==> config.mk <==
export PLATFORM = sky130hd
export DESIGN_NAME = jib_div
export DESIGN_NICKNAME = d
export VERILOG_FILES = /design/src/rtl/core/jib_pkg.sv /design/src/rtl/core/jib_div.sv
export SDC_FILE = /design/constraint.sdc
export NUM_CORES = 1
export LEC_CHECK = 0
export BUFFER_PORTS_ARGS = -buffer_cell sky130_fd_sc_hd__buf_4
export CAP_MARGIN = 20
export CORE_MARGIN = 2
export CORE_UTILIZATION = 40
export CTS_BUF_LIST = sky130_fd_sc_hd__clkbuf_16
export DETAILED_ROUTE_END_ITERATION = 16
export PLACE_DENSITY = 0.71
export SKIP_LAST_GASP = 1
export SLEW_MARGIN = 20
export SYNTH_ARGS = -nofsm -noshare
export SYNTH_HDL_FRONTEND = slang
export SYNTH_SLANG_ARGS = --single-unit
export TNS_END_PERCENT = 1
==> constraint.sdc <==
create_clock -name clk -period 5.6 [get_ports clk]
set_input_delay 0.56 -clock clk [delete_from_list [all_inputs] [get_ports clk]]
set_output_delay 0.56 -clock clk [all_outputs]
set_load 0.005 [all_outputs]
==> src/rtl/core/jib_pkg.sv <==
`timescale 1ns / 1ps
// ----------------------------------------------------------------------------
// Jet image binner package
// Shared types and fixed constants for the jet image binner core.
// ----------------------------------------------------------------------------
package jib_pkg;

	// Item kinds on the command port.
	localparam logic [1:0] KIND_AXIS    = 2'd0;
	localparam logic [1:0] KIND_DEPOSIT = 2'd1;
	localparam logic [1:0] KIND_READ    = 2'd2;

	// Result status codes.
	localparam logic [1:0] ST_OK     = 2'd0;
	localparam logic [1:0] ST_WINDOW = 2'd1;
	localparam logic [1:0] ST_NO_PT  = 2'd2;

	// Field widths.
	localparam int PT_W  = 20;
	localparam int ETA_W = 16;
	localparam int PHI_W = 15;
	localparam int IDX_W = 8;

	// Angle offsets, signed Q.12 radians, wide enough for any eta difference.
	localparam int OFF_W = 18;
	localparam logic signed [OFF_W-1:0] PI_Q12     = 18'sd12868;
	localparam logic signed [OFF_W-1:0] TWO_PI_Q12 = 18'sd25736;
	localparam logic signed [OFF_W-1:0] ONE_Q12    = 18'sd4096;

	// Binning: (d + 1) * size >> 13, with d + 1 in 0..8192.
	localparam int MULT_A_W  = 14;
	localparam int BIN_SHIFT = 13;

	// Fraction divider: (pt << 16) / axis_pt, two quotient bits per cycle.
	localparam int FRAC_BITS  = 16;
	localparam int DIVIDEND_W = PT_W + FRAC_BITS;
	localparam int DIV_BITS   = 2;
	localparam int DIV_STEPS  = DIVIDEND_W / DIV_BITS;
	localparam int DIV_CNT_W  = $clog2(DIV_STEPS + 1);

	// Pixel store port controls.
	typedef struct packed {
		logic rd;
		logic wr;
	} mem_ctl_t;

endpackage

==> src/rtl/core/jib_div.sv <==
`timescale 1ns / 1ps
// ----------------------------------------------------------------------------
// Jet image binner fraction divider
// Iterative restoring divider that forms (pt << 16) / axis_pt, two bits a cycle.
// ----------------------------------------------------------------------------
module jib_div (
	input  logic                                 clk,
	input  logic                                 arst_n,
	input  logic                                 start,
	input  logic [jib_pkg::PT_W-1:0]             numer,
	input  logic [jib_pkg::PT_W-1:0]             denom,
	output logic                                 busy,
	output logic [jib_pkg::DIVIDEND_W-1:0]       quotient
);

	logic [jib_pkg::PT_W:0]           rem_q;
	logic [jib_pkg::DIVIDEND_W-1:0]   quo_q;
	logic [jib_pkg::PT_W-1:0]         denom_q;
	logic [jib_pkg::DIV_CNT_W-1:0]    cnt_q;
	logic                             busy_q;

	logic [jib_pkg::PT_W:0]           rem_nx;
	logic [jib_pkg::DIVIDEND_W-1:0]   quo_nx;

	// The partial remainder stays below the divisor, so its top bit is free
	// before each shift.
	always_comb begin
		rem_nx = rem_q;
		quo_nx = quo_q;
		for (int i = 0; i < jib_pkg::DIV_BITS; i++) begin
			rem_nx = {rem_nx[jib_pkg::PT_W-1:0], quo_nx[jib_pkg::DIVIDEND_W-1]};
			quo_nx = {quo_nx[jib_pkg::DIVIDEND_W-2:0], 1'b0};
			if (rem_nx >= {1'b0, denom_q}) begin
				rem_nx    = rem_nx - {1'b0, denom_q};
				quo_nx[0] = 1'b1;
			end
		end
	end

	always_ff @(posedge clk or negedge arst_n) begin
		if (!arst_n) begin
			busy_q <= 1'b0;
			cnt_q  <= '0;
		end else if (start) begin
			busy_q <= 1'b1;
			cnt_q  <= jib_pkg::DIV_CNT_W'(jib_pkg::DIV_STEPS - 1);
		end else if (busy_q) begin
			if (cnt_q == '0) begin
				busy_q <= 1'b0;
			end
			cnt_q <= cnt_q - 1'b1;
		end
	end

	always_ff @(posedge clk) begin
		if (start) begin
			rem_q   <= '0;
			quo_q   <= {numer, {jib_pkg::FRAC_BITS{1'b0}}};
			denom_q <= denom;
		end else if (busy_q) begin
			rem_q <= rem_nx;
			quo_q <= quo_nx;
		end
	end

	assign busy     = busy_q;
	assign quotient = quo_q;

endmodule

# Word level (Yosys, flattened, before mapping)
# Index checks and enable logic that the tools add are counted.
dict set report word_totals {
  reg_bits 82
  inputBits 43
  output_inout_bits 37
  word_cells 24
}
dict set report classes {
  add_sub_neg 3
  order_cmp 2
  mux 11
  n_reduce_logical 2
}
# operator n
set op_table {}
lappend op_table {{two-way mux 36 bit} 2}
lappend op_table {{>= comparator 21 x 20 -> 1 bit} 2}
lappend op_table {{two-way mux 20 bit} 2}
lappend op_table {{subtractor 20 bit} 2}
lappend op_table {{two-way mux 5 bit} 2}
lappend op_table {{zero test 5 bit} 1}
lappend op_table {{two-way mux 1 bit} 5}
lappend op_table {{subtractor 5 x 1 -> 5 bit (second input constant)} 1}
lappend op_table {{nonzero test 2 bit} 1}

# Longest topological paths before layout
# Gate-level depths: netlist (run 1).
dict set report depth {
  ltp_word 6
  mapped_depth 21
  depth_no_buf 21
}

# Least setup slack after synthesis (run 1)
# Ideal clock, no wire load.
dict set report synth_path {
  path_kind {register to register}
  from {register denom_q[1] in the netlist's numbering}
  to {register rem_q[0] in the netlist's numbering}
  setup_ps 79
  arrival_time_ps 4916
  t_required_ps 5521
  setup_slack_ps 604
  stages_incl_launch_ff 20
  n_path_buf 2
  synth_period_minus_slack_ps 4996
  path_cell_list {edfxtp_1 > inv_1 > ha_1 > nor2b_1 > o211ai_1 > a2111oi_4 > or4_4 > a31o_2 > buf_2 > buf_2 > a21oi_1 > ha_1 > a211o_1 > or3_4 > o21ai_4 > o41ai_1 > a221o_1 > a211oi_4 > mux2_1 > a211oi_2}
}
dict set report synth_between {
  elab_chain_len 4
  word_cells_on_any_way 5
  classes_between {add/sub: 1; order compare: 2; mux: 2}
}
# item line_no
set synth_rtl {}
lappend synth_rtl {{start: declaration} jib_div.sv:18} ;# logic [jib_pkg::PT_W-1:0] denom_q;
lappend synth_rtl {{start signal: assignment} jib_div.sv:59} ;# denom_q <= denom;
lappend synth_rtl {{subtractor 20 bit / >= comparator 21 x 20 -> 1 bit (equally long branches)} {jib_div.sv:34, jib_div.sv:33}}
lappend synth_rtl {{two-way mux 20 bit} jib_div.sv:33} ;# if (rem_nx >= {1'b0, denom_q}) begin
lappend synth_rtl {{>= comparator 21 x 20 -> 1 bit *} jib_div.sv:33}
lappend synth_rtl {{two-way mux 20 bit *} jib_div.sv:33}
lappend synth_rtl {{end signal: assignment} jib_div.sv:61} ;# rem_q <= rem_nx;
lappend synth_rtl {{end: declaration} jib_div.sv:16} ;# logic [jib_pkg::PT_W:0] rem_q;
# Every way passes the cells marked *; elsewhere a longest branch is shown, timed or not.
# A chain may end at the register's enable or synchronous reset.

# Final worst setup path (run 1)
# Same ends and word-level chain as after synthesis.

==> reports/results.tsv, run 1 <==
metric	value	unit
status	complete, no violations	
most common cell after layout, fill and taps aside	buf_4	
Non-Filler Instances	827	
grt ovf	0	
data required time of the worst path	5.87	ns
Clk pwr share	14.4	%
vias in the first global route	4475	
Yosys cell types	65	
Max Fanout on Critical Path	21	
Worst Path Buf+Inv	3	
Hold Fails Final Rpt	0	
Detailed Route WL	13.4	mm
Die Wd	123	um
Leak Pwr	2.95	nW
measured slew at the worst slew-check pin	0.757	ns
setup slack after placement	0.103	ns
antenna violations before repair	0	
CP max stage cell	or4_4	
GPL Wtd Cong	0.944	
post-synth top area share	21.2	%
Clock Tree Buf Depth	2	
P_int	0.00232	W
TritonCTS buffer count	9	
post-placement cell count	809	
Net Sw Frac	43.9	%
CTS tree	built	
final worst slack	0.215	ns
Arrival @ worst endpoint	5.66	ns
area grow syn2layout	15.0	%
part of the power in combinational logic	65.2	%
Reg clk slew, reported paths	0.06	ns
Die Ht	123	um
Initial Util	40.8	%
die area	0.0151	sq mm
Root Driver	clkbuf_16	
pwr dens	635	mW/mm^2
DR iter-0 viols	237	
Critical Path, Cell by Cell	inv_1 > ha_1 > nor2b_1 > o211ai_1 > buf_4 > a2111oi_4 > or4_4 > a31o_4 > mux2_2 > ha_1 > o21a_1 > o31a_1 > o31a_1 > o21ai_4 > o41ai_1 > a221o_1 > a211oi_4 > buf_4 > mux2_1 > a211oi_2	
DRC viols	0	
Min Hold Slack	0.381	ns
# diodes	0	
sequential element share of the synthesized area	36.5	%
max_cap viols	0	
max-slew violation count	0	
drt first pass iters	5	
ys flop type	edfxtp_1	
Worst path top cell family by delay	compound AO/OA/AOI/OAI gates	
area leader, netlist	edfxtp_1	
pin count of the biggest net entering global routing	69	
IO Pins	80	
Mapped Area	0.00567	sq mm
Post-Syn Instances	599	
sequential cell fraction of total power	20.5	%
Psw	0.00182	W
dpl hpwl	9.83	mm
fmax	186	MHz
EDFF count, synth	40	
setup TNS	0	ns
Row Count	43	
Layout Nets	729	
# H-tree levels	3	
post-synthesis average cell area	9.46	sq um
dominant cells by area after synthesis	edfxtp_1 21%, dfxtp_1 13%, ha_1 9.3%, mux2i_1 5.5%, nor2_1 4.6%	
Core Box Area	0.0139	sq mm
fin crit period	5.38	ns
Via-to-Cell Ratio	5.54	
final setup fails	0	
DRT antenna net count	0	
HP Class	primary input to flop	
Post-Route Skew	0.0102	ns
ratio of cells with drive above 1 in the final layout	19.5	%
Synth Register Bits	82	
Syn Nets	686	
clk_lat worst skew	0.35	ns
async set-reset flop share out of synthesis	7.32	%
port bufs	79	
Crit. End Element	flop	
Final Util	47.0	%
Num Clock Sinks	82	
global-route wire length before repair	21.7	mm
Worst IR Drop VDD	0.265	mV
GRT Util Overall	18.3	%
CP Launch Type	flop	
Crit Path Class	flop to flop	
most frequent cells in the layout	87 x buf_4, 69 x nor2_1, 42 x ha_1	
relative slew slack	49.5	%
Tcrit/Tclk final	96.2	%
Yosys warnings	0	
largest stage delay on the critical path	0.53	ns
routed vias	4581	
WL per Instance	16.1	um
## synth_stat cells, types with 3 or more instances
cell and instances:
buf_4 34, a211oi_1 20, nand2b_1 10, and3_1 6, a21o_1 8, dfxtp_1 36, nand4_1 5, dfrtp_1 6
a211o_1 3, nand2_1 28, inv_1 35, mux2i_1 31, edfxtp_1 40, o21ai_0 18, o21a_1 9, a221oi_1 3
nand3_1 3, nor2b_1 3, ha_1 42, nor3b_1 3, clkbuf_1 15, buf_1 3, a21oi_1 42, nor2_1 69
a22o_1 18, a31o_2 3, nor3_1 8, xor2_1 12, o21bai_1 5, xnor2_1 22, o31a_1 3, mux2_2 5
or2_2 3, a31oi_1 8
## registers in the layout, summed over array words and instances (netlist names)
register and flops:
busy 1, quotient 36, rem_q 20, cnt_q 5, denom_q 20
## area by class of cell
type / count / area [sq um]
clock buffer: 9 / 225
clock inverter: 7 / 67.6
fill: 1314 / 7360
inverter: 35 / 131
multi-input combinational: 426 / 3130
sequential: 82 / 2070
tap: 180 / 225
timing repair buffer: 88 / 663
## power groups by stage
stage	logic, W	registers [W]	clock network (W)
after floorplan	0.00214	0.000827	0
after global placement	0.00255	0.000854	0
after detailed placement	0.00264	0.000857	0
after CTS	0.00265	0.000848	0.000605
after global routing	0.00296	0.000861	0.000629
final	0.00270	0.000848	0.000595
## cells by family after synthesis
kind of cell | Yosys count | synth area share [%]
AO/OA/AOI/OAI | 160 | 20.3
XOR/XNOR | 34 | 5.25
adder cells (fa/ha/maj) | 44 | 9.98
buffers and inverters | 91 | 8.59
flip-flops | 82 | 36.5
multiplexers | 37 | 6.67
AND/OR/NAND/NOR | 151 | 12.6
## metrics by stage
step	power (W)	instance area, sq um
after CTS	0.00411	6490
after global placement	0.00340	6190
final	0.00414	6520
after floorplan	0.00297	5670
after global routing	0.00445	6520
after detailed placement	0.00350	6190
## final timing paths
| check | from | to | slack [ns] | cells after the start |
|---|---|---|---|---|
| worst max-delay path | denom_q[1]$_DFFE_PP_ | rem_q[0]$_SDFFE_PP0P_ | 0.22 | 20 |
| worst min-delay path | denom[16] | denom_q[16]$_DFFE_PP_ | 0.38 | 1 |
| worst max register to register | denom_q[1]$_DFFE_PP_ | rem_q[0]$_SDFFE_PP0P_ | 0.22 | 20 |
| worst min register to register | rem_q[1]$_SDFFE_PP0P_ | rem_q[1]$_SDFFE_PP0P_ | 0.51 | 2 |
| max in group asynchronous | arst_n | busy$_DFF_PN0_ | 4.92 | 2 |
| min in group asynchronous | arst_n | cnt_q[2]$_DFFE_PN0P_ | 0.55 | 2 |
## layer usage
layer	vias to the layer above	wire length, um	part of all wire, %	track usage, %
met1	2136	5880	44	23.3
li1	2230	-	-	-
met4	0	353	2.6	7.10
met5	-	0	0	0
met2	183	6150	46	29.4
met3	32	967	7.2	5.12
## repair_timing
item | 4_1_cts | 5_1_grt
setup buffers | 0 | 1
resized for setup | 0 | 3
hold buffers | 1 | 0
setup endpoints to repair | 0 | 20
endpoints found under the hold margin | 5 | 0
Power figures use the tool's default switching activity.
==> run 2: changes to the inputs <==
--- a/config.mk
+++ b/config.mk
@@ -7,11 +7,11 @@
 export LEC_CHECK = 0
 export BUFFER_PORTS_ARGS = -buffer_cell sky130_fd_sc_hd__buf_4
 export CAP_MARGIN = 20
-export CORE_MARGIN = 2
-export CORE_UTILIZATION = 40
+export CORE_MARGIN = 5
+export CORE_UTILIZATION = 58
 export CTS_BUF_LIST = sky130_fd_sc_hd__clkbuf_16
 export DETAILED_ROUTE_END_ITERATION = 16
-export PLACE_DENSITY = 0.71
+export PLACE_DENSITY = 0.93
 export SKIP_LAST_GASP = 1
 export SLEW_MARGIN = 20
 export SYNTH_ARGS = -nofsm -noshare
==> run 2 against run 1 <==
Net effect: routed wire length rose by 0.19%; die area fell by 22%; cell count decreased by 5.2%; clock power is 3% higher; first-iteration DRC count grew 5.5%; worst setup slack gained 0.10 ns; clock skew shrank 0.0033 ns; via count grew 1.2%; global-route usage rose by 5.1 points; sequential cell count unchanged; sequential power is essentially flat; design area down 0.31%; critical endpoint is now rem_q[9]$_SDFFE_PP0P_; largest power group unchanged.
==> reports/results.tsv, run 2 (synthesized netlist as in run 1, its figures left out) <==
metric	value	unit
Crit Path Class	flop to flop	
Root Driver	clkbuf_16	
max reg flops	36	
worst reg2reg endpoint	rem_q[9]$_SDFFE_PP0P_	
Die Wd	109	um
Crit. End Element	flop	
hold path startpoint	denom[7]	
clk_lat worst skew	0.35	ns
CTS tree	built	
DR iter-0 viols	250	
Initial Util	58.8	%
largest stage delay on the critical path	0.53	ns
GPL Wtd Cong	0.928	
RSZ-0062 raised after global routing	false	
Row Count	36	
Crit Reg-Reg Startpoint	denom_q[12]$_DFFE_PP_	
Die Ht	109	um
measured slew at the worst slew-check pin	0.763	ns
Max Fanout on Critical Path	17	
Tcrit/Tclk final	94.3	%
data required time of the worst path	5.79	ns
grt ovf	0	
Post-Route Skew	0.00689	ns
# H-tree levels	3	
Worst IR Drop VDD	0.330	mV
Leak Pwr	2.99	nW
drt first pass iters	7	
Reg clk slew, reported paths	0.06	ns
WL per Instance	17.1	um
R2R depth	20	
fin crit period	5.28	ns
Num Clock Sinks	82	
max-slew violation count	0	
relative slew slack	49.1	%
most common cell after layout, fill and taps aside	buf_4	
dpl hpwl	9.92	mm
port bufs	79	
DRT antenna net count	0	
GRT Util Overall	23.4	%
max_cap viols	0	
final worst slack	0.320	ns
hold path cells	1	
Clock Tree Buf Depth	2	
Arrival @ worst endpoint	5.47	ns
status	complete, no violations	
CP Launch Type	flop	
most frequent cells in the layout	90 x buf_4, 69 x nor2_1, 42 x a21oi_1, 42 x ha_1, 40 x edfxtp_1	
area grow syn2layout	14.6	%
final setup fails	0	
Via-to-Cell Ratio	5.91	
IO Pins	80	
Hold Fails Final Rpt	0	
Critical Path, Cell by Cell	inv_1 > ha_1 > nand2_1 > nor4_1 > nand3_1 > a31oi_1 > a31o_2 > mux2_2 > ha_1 > o21a_1 > o31a_1 > o31a_1 > o21ai_4 > o41ai_1 > a221o_1 > a211oi_4 > buf_12 > buf_4 > mux2i_1 > a211oi_1	
pwr dens	648	mW/mm^2
vias in the first global route	4640	
R2R setup slack	0.32	ns
Hold Crit Endpoint	denom_q[7]$_DFFE_PP_	
routed vias	4637	
pin count of the biggest net entering global routing	69	
# diodes	0	
Detailed Route WL	13.4	mm
ratio of cells with drive above 1 in the final layout	19.8	%
Layout Nets	733	
DRC viols	0	
global-route wire length before repair	21.8	mm
antenna violations before repair	0	
setup TNS	0	ns
Core Box Area	0.00964	sq mm
setup slack after placement	0.273	ns
fmax	189	MHz
TritonCTS buffer count	9	
CP max stage cell	nor4_1	
HP Class	primary input to flop	
die area	0.0119	sq mm
[run 2: how the worst max path moves through the flow]
stage                           from                endpoint  slack, ns
2_1_floorplan   denom_q[1]$_DFFE_PP_   rem_q[0]$_SDFFE_PP0P_       0.60
3_3_place_gp    denom_q[1]$_DFFE_PP_   rem_q[0]$_SDFFE_PP0P_       0.47
3_5_place_dp    denom_q[1]$_DFFE_PP_   rem_q[9]$_SDFFE_PP0P_       0.27
4_1_cts         denom_q[1]$_DFFE_PP_   rem_q[9]$_SDFFE_PP0P_       0.25
5_1_grt         denom_q[1]$_DFFE_PP_  rem_q[10]$_SDFFE_PP0P_       0.06
6_report       denom_q[12]$_DFFE_PP_   rem_q[9]$_SDFFE_PP0P_       0.32
[run 2: what timing repair did]
| action | 4_1_cts | 5_1_grt |
|---|---|---|
| setup endpoints to repair | 0 | 6 |
| endpoints found under the hold margin | 6 | 0 |
| gates resized for setup | 0 | 0 |
| hold buffers | 1 | 0 |
| setup buffers | 0 | 1 |
[run 2: routing by layer]
| metal | wire, um | vias up | GRT usage [%] |
|---|---|---|---|
| li1 | - | 2239 | - |
| met1 | 5500 | 2180 | 28.8 |
| met2 | 6440 | 191 | 38.2 |
| met3 | 1140 | 27 | 7.05 |
| met4 | 306 | 0 | 9.56 |
| met5 | 0 | - | 0 |
[run 2: worst max-delay path: cells and delay by family (launching register included)]
family | cells | cell delay (ns)
compound gates | 10 | 2.24
fa+ha+maj | 2 | 0.68
buf+inv | 3 | 0.41
flops | 1 | 0.33
mux | 2 | 0.60
simple gates | 3 | 0.85
[run 2: power breakdown]
part	switching [W]	leakage (nW)	internal (W)
clock network	0.000255	0.158	0.000356
logic	0.00147	2.05	0.00128
registers	0.0000924	0.782	0.000757
total	0.00182	2.99	0.00239
[run 2: cell type report]
cell class / count / area (sq um)
repair buffers: 92 / 706
well taps: 133 / 166
clock buffers: 11 / 275
inverters: 35 / 131
fillers: 760 / 3140
flip-flops and latches: 82 / 2070
multi-input cells: 426 / 3110
clock inverters: 5 / 32.5
[run 2: through the flow]
step	cells	hold WS (ns)	utilization, %	instance area, sq um	total power [W]
final	784	0.378	67.4	6500	0.00421
after global routing	784	0.367	67.4	6500	0.00452
after CTS	783	0.369	67.3	6490	0.00418
after detailed placement	766	0.371	64.0	6170	0.00355
after global placement	766	0.369	64.0	6170	0.00345
after floorplan	599	0.264	-	5670	0.00297
